$ cat config.mk
export PLATFORM = sky130hd
export DESIGN_NAME = fpp_pair_ram
export DESIGN_NICKNAME = d
export VERILOG_FILES = /design/src/hdl/fpp_pair_ram.sv
export SDC_FILE = /design/constraint.sdc
export NUM_CORES = 1
export LEC_CHECK = 0
export BUFFER_PORTS_ARGS = -buffer_cell sky130_fd_sc_hd__buf_2
export CAP_MARGIN = 20
export CORE_AREA = 2 2 124 247
export DETAILED_ROUTE_END_ITERATION = 16
export DIE_AREA = 0 0 126 249
export PLACE_DENSITY = 0.53
export SLEW_MARGIN = 20
export SYNTH_ARGS = -nofsm -noshare
export SYNTH_HDL_FRONTEND = slang
export SYNTH_SLANG_ARGS = --single-unit
$ cat constraint.sdc
create_clock -name clk -period 3.45 [get_ports clk]
set_input_delay 0.345 -clock clk [delete_from_list [all_inputs] [get_ports clk]]
set_output_delay 0.345 -clock clk [all_outputs]
set_load 0.1 [all_outputs]
$ cat src/hdl/fpp_pair_ram.sv
`default_nettype none
module fpp_pair_ram #(
  parameter int DEPTH = 16,
  parameter int WIDTH = 16
) (
  input  wire logic                     clk,
  input  wire logic                     we,
  input  wire logic [$clog2(DEPTH)-1:0] waddr,
  input  wire logic [WIDTH-1:0]         wdata,
  input  wire logic                     re,
  input  wire logic [$clog2(DEPTH)-1:0] raddr,
  output logic      [WIDTH-1:0]         rdata
);

  logic [WIDTH-1:0] mem [DEPTH];

  always_ff @(posedge clk) begin
    if (we) begin
      mem[waddr] <= wdata;
    end
  end

  // Read data holds until the next read.
  always_ff @(posedge clk) begin
    if (re) begin
      rdata <= mem[raddr];
    end
  end

endmodule
`default_nettype wire

==> summary.md <==
| Metric | Value |
|---|---|
| Hold WS | `approximately 0.19 ns` |
| Compound-cell area share of the yosys netlist | `2.35%` |
| RSZ-0062 raised after global routing | `no` |
| Delay-heaviest family, CP | `buffers and inverters` |
| Top-Level Pins | `43` |
| CP endpoint kind | `output pin` |
| Netlist cell types | `18` |
| Drt via density | `5.22` |
| Fin crit share | `49.7%` |
| Fmax | `about 600 MHz` |
| Mux share of post-synthesis cell area | `14.5%` |
| Cell area after synthesis | `0.0102 mm2` |
| Critical-path top delay cell | `buf_2` |
| CTS Buf Count | `22` |
| Seq/Total Area, Yosys | `80.0%` |
| Status | `finished clean` |
| Clock buffer depth | `3` |
| Initial antenna violation count | `2` |
| CP Data Required Time | `between 3 and 4 ns` |
| Starting DRC count in detailed routing | `approximately 350` |
| Slew Limit Fails | `0` |
| Sw Ratio | `about 22%` |
| Wirelength, routed | `22,800 um` |
| # DRC | `0` |
| R2R setup slack | `around 1.9 ns` |
| Syn-to-layout area delta | `14.4%` |
| Post-DRT Antenna Nets | `0` |
| I/O Buffers | `42` |
| Most frequent cell after synthesis | `edfxtp_1` |
| Setup TNS | `0 ns` |
| Max-Slew Margin vs Limit | `30.0%` |
| Total Nets Final | `between 500 and 600` |
| Post_cts resized | `0` |
| Ant diodes | `0` |
| Crit-path max FO | `1` |
| Worst VDD drop | `about 0.0003 V` |
| Die W | `126 um` |
| Final Cell Area | `0.0117 mm2` |
| Clk root buf | `clkbuf_16` |
| Synth top area cells | `edfxtp_1 (80%), mux4_2 (12%), mux4_1 (2.6%)` |
| Largest net degree at the start of global routing | `39` |
| Count of final hold-check violations | `0` |
| YS warnings | `0` |
| Die Area | `0.0314 mm2` |
| Core Region | `0.0294 mm2` |
| Gp weighted congestion | `0.714` |
| Router iterations before antenna repair | `4` |
| Hold/Removal Path Class | `in -> reg` |
| Seq pwr share | `a little under three fifths` |
| Layout cells sized above 1 | `about 32%` |
| FP Rows | `89` |
| Hpwl dp | `13,700 um` |
| Vias in the first global route | `5,053` |
| First-pass GRT wire length | `33,400 um` |
| Starting Density | `34.7%` |
| Async S/R FF share, synth | `0%` |
| Final setup violating endpoints | `0` |
| Final Critical Period | `1.72 ns` |
| CP arrival | `1.37 ns` |
| Max Cap Viol | `0` |
| Power density over the cells | `557 mW/mm2` |
| Worst-Skew Late Latency | `roughly 0.52 ns` |
| Top cell type by total area after synthesis | `edfxtp_1` |
| Xor/xnor share of the synthesized area | `0%` |
| Synth Area per Inst | `23.6 um2` |
| Internal power | `about 5 mW` |
| CP peak stage delay | `~0.45 ns` |
| Number of synthesized flops with an enable pin | `272` |
| CTS tree | `done` |
| Drt wl/cell | `25.8 um` |
| Yosys top cell area share | `80.0%` |
| NetSw | `1.43 mW` |
| Post-CTS Setup Bufs | `0` |
| Largest family of logic cells by synthesized area | `multiplexers` |
| Logic gate share of total power | `roughly 7%` |
| Simple-gate area share of the yosys netlist | `1.89%` |
| H-tree levels | `1` |
| Leakage | `3.73 nW` |
| Overflow left after global routing | `0` |
| Clock power share | `35.7%` |
| DP Area | `0.0110 mm2` |
| Critical setup path kind | `reg -> out` |
| Synthesized-area fraction occupied by adder cells | `0%` |
| Syn Nets | `approximately 460` |
| Max Clock Skew | `0.0196 ns` |
| Die Y | `249 um` |
| GRT Util Overall | `between 10 and 15%` |
| Worst-Margin Slew | `1.05 ns` |
| Register bit total from synthesis | `around 270` |
| Startpoint class of the critical path | `flop` |
| Hold buffers post-CTS | `0` |
| CP bufs+invs | `1` |
| List of most frequent post-synthesis cells | `edfxtp_1 (272), mux4_2 (54), a22oi_1 (32)` |
| Mapped Cells | `432` |
| CTS clk-pin slew, worst paths | `0.07 ns` |
| Dominant synthesized flop cell | `edfxtp_1` |
| Crit path cell chain | `buf_2` |
| TritonCTS Sinks | `272` |
| Vias after detailed routing | `4,610` |
area by class of cell:
type | instances | area [um2]
well taps | 364 | 455
multi-input cells | 139 | 1960
clock buffers | 26 | 587
fillers | 2644 | 17700
flip-flops and latches | 272 | 8170
clock inverters | 14 | 63.8
repair buffers | 68 | 433
layer usage:
metal	wire length (um)	part of all wire (%)	GRT usage, %
met1	8730	38	17.5
met5	0	0	0
met2	12700	56	27.0
met4	569	2.5	5.18
met3	756	3.3	1.50
power groups by stage:
stage	sequential [mW]	combinational (mW)	clock (mW)
floorplan	3.93	0.180	0
global placement	3.81	0.444	0
detailed placement	3.82	0.452	0
CTS	3.74	0.452	2.38
global route	3.75	0.473	2.47
finish	3.74	0.442	2.32
path summary, 6_finish.rpt:
check	startpoint	to	depth (start not counted)
worst min register to register	mem[14][7]	rdata[7]	3
worst min-delay path	wdata[11]	mem[4][11]	1
worst max register to register	mem[9][3]	rdata[3]	3
worst max-delay path	rdata[8]	rdata[8]	1
sequential cells by signal, indices dropped and copies added, names as in the netlist:
name	count
mem	256
rdata	16
kinds of logic (layout without fill, tap and decap cells):
logic type             after synthesis  in the layout
buffers and inverters               21            108
AND/OR/NAND/NOR                     43             43
flip-flops                         272            272
AO/OA/AOI/OAI                       32             32
multiplexers                        64             64
per-stage QoR:
stage	total power [mW]	utilization, %	setup WS, ns	instances
after floorplan	4.11	-	1.05	432
after global placement	4.26	37.5	1.26	843
after detailed placement	4.27	37.5	1.24	843
after CTS	6.57	39.7	1.69	883
after global routing	6.69	39.7	1.68	883
final	6.50	39.7	1.73	883
placed cells by master, fill, tap and decap left out, types with 2 or more instances in the layout:
master	instances
mux4_1	10
nor2b_1	2
clkbuf_16	23
nor2_2	12
buf_4	25
a22oi_1	32
clkbuf_1	3
nor3_2	4
buf_12	2
nand2b_1	2
clkinv_1	8
edfxtp_1	272
mux4_2	54
nand2_1	17
buf_2	41
nand3b_1	2
clkinv_2	5
Power figures use the tool's default switching activity.
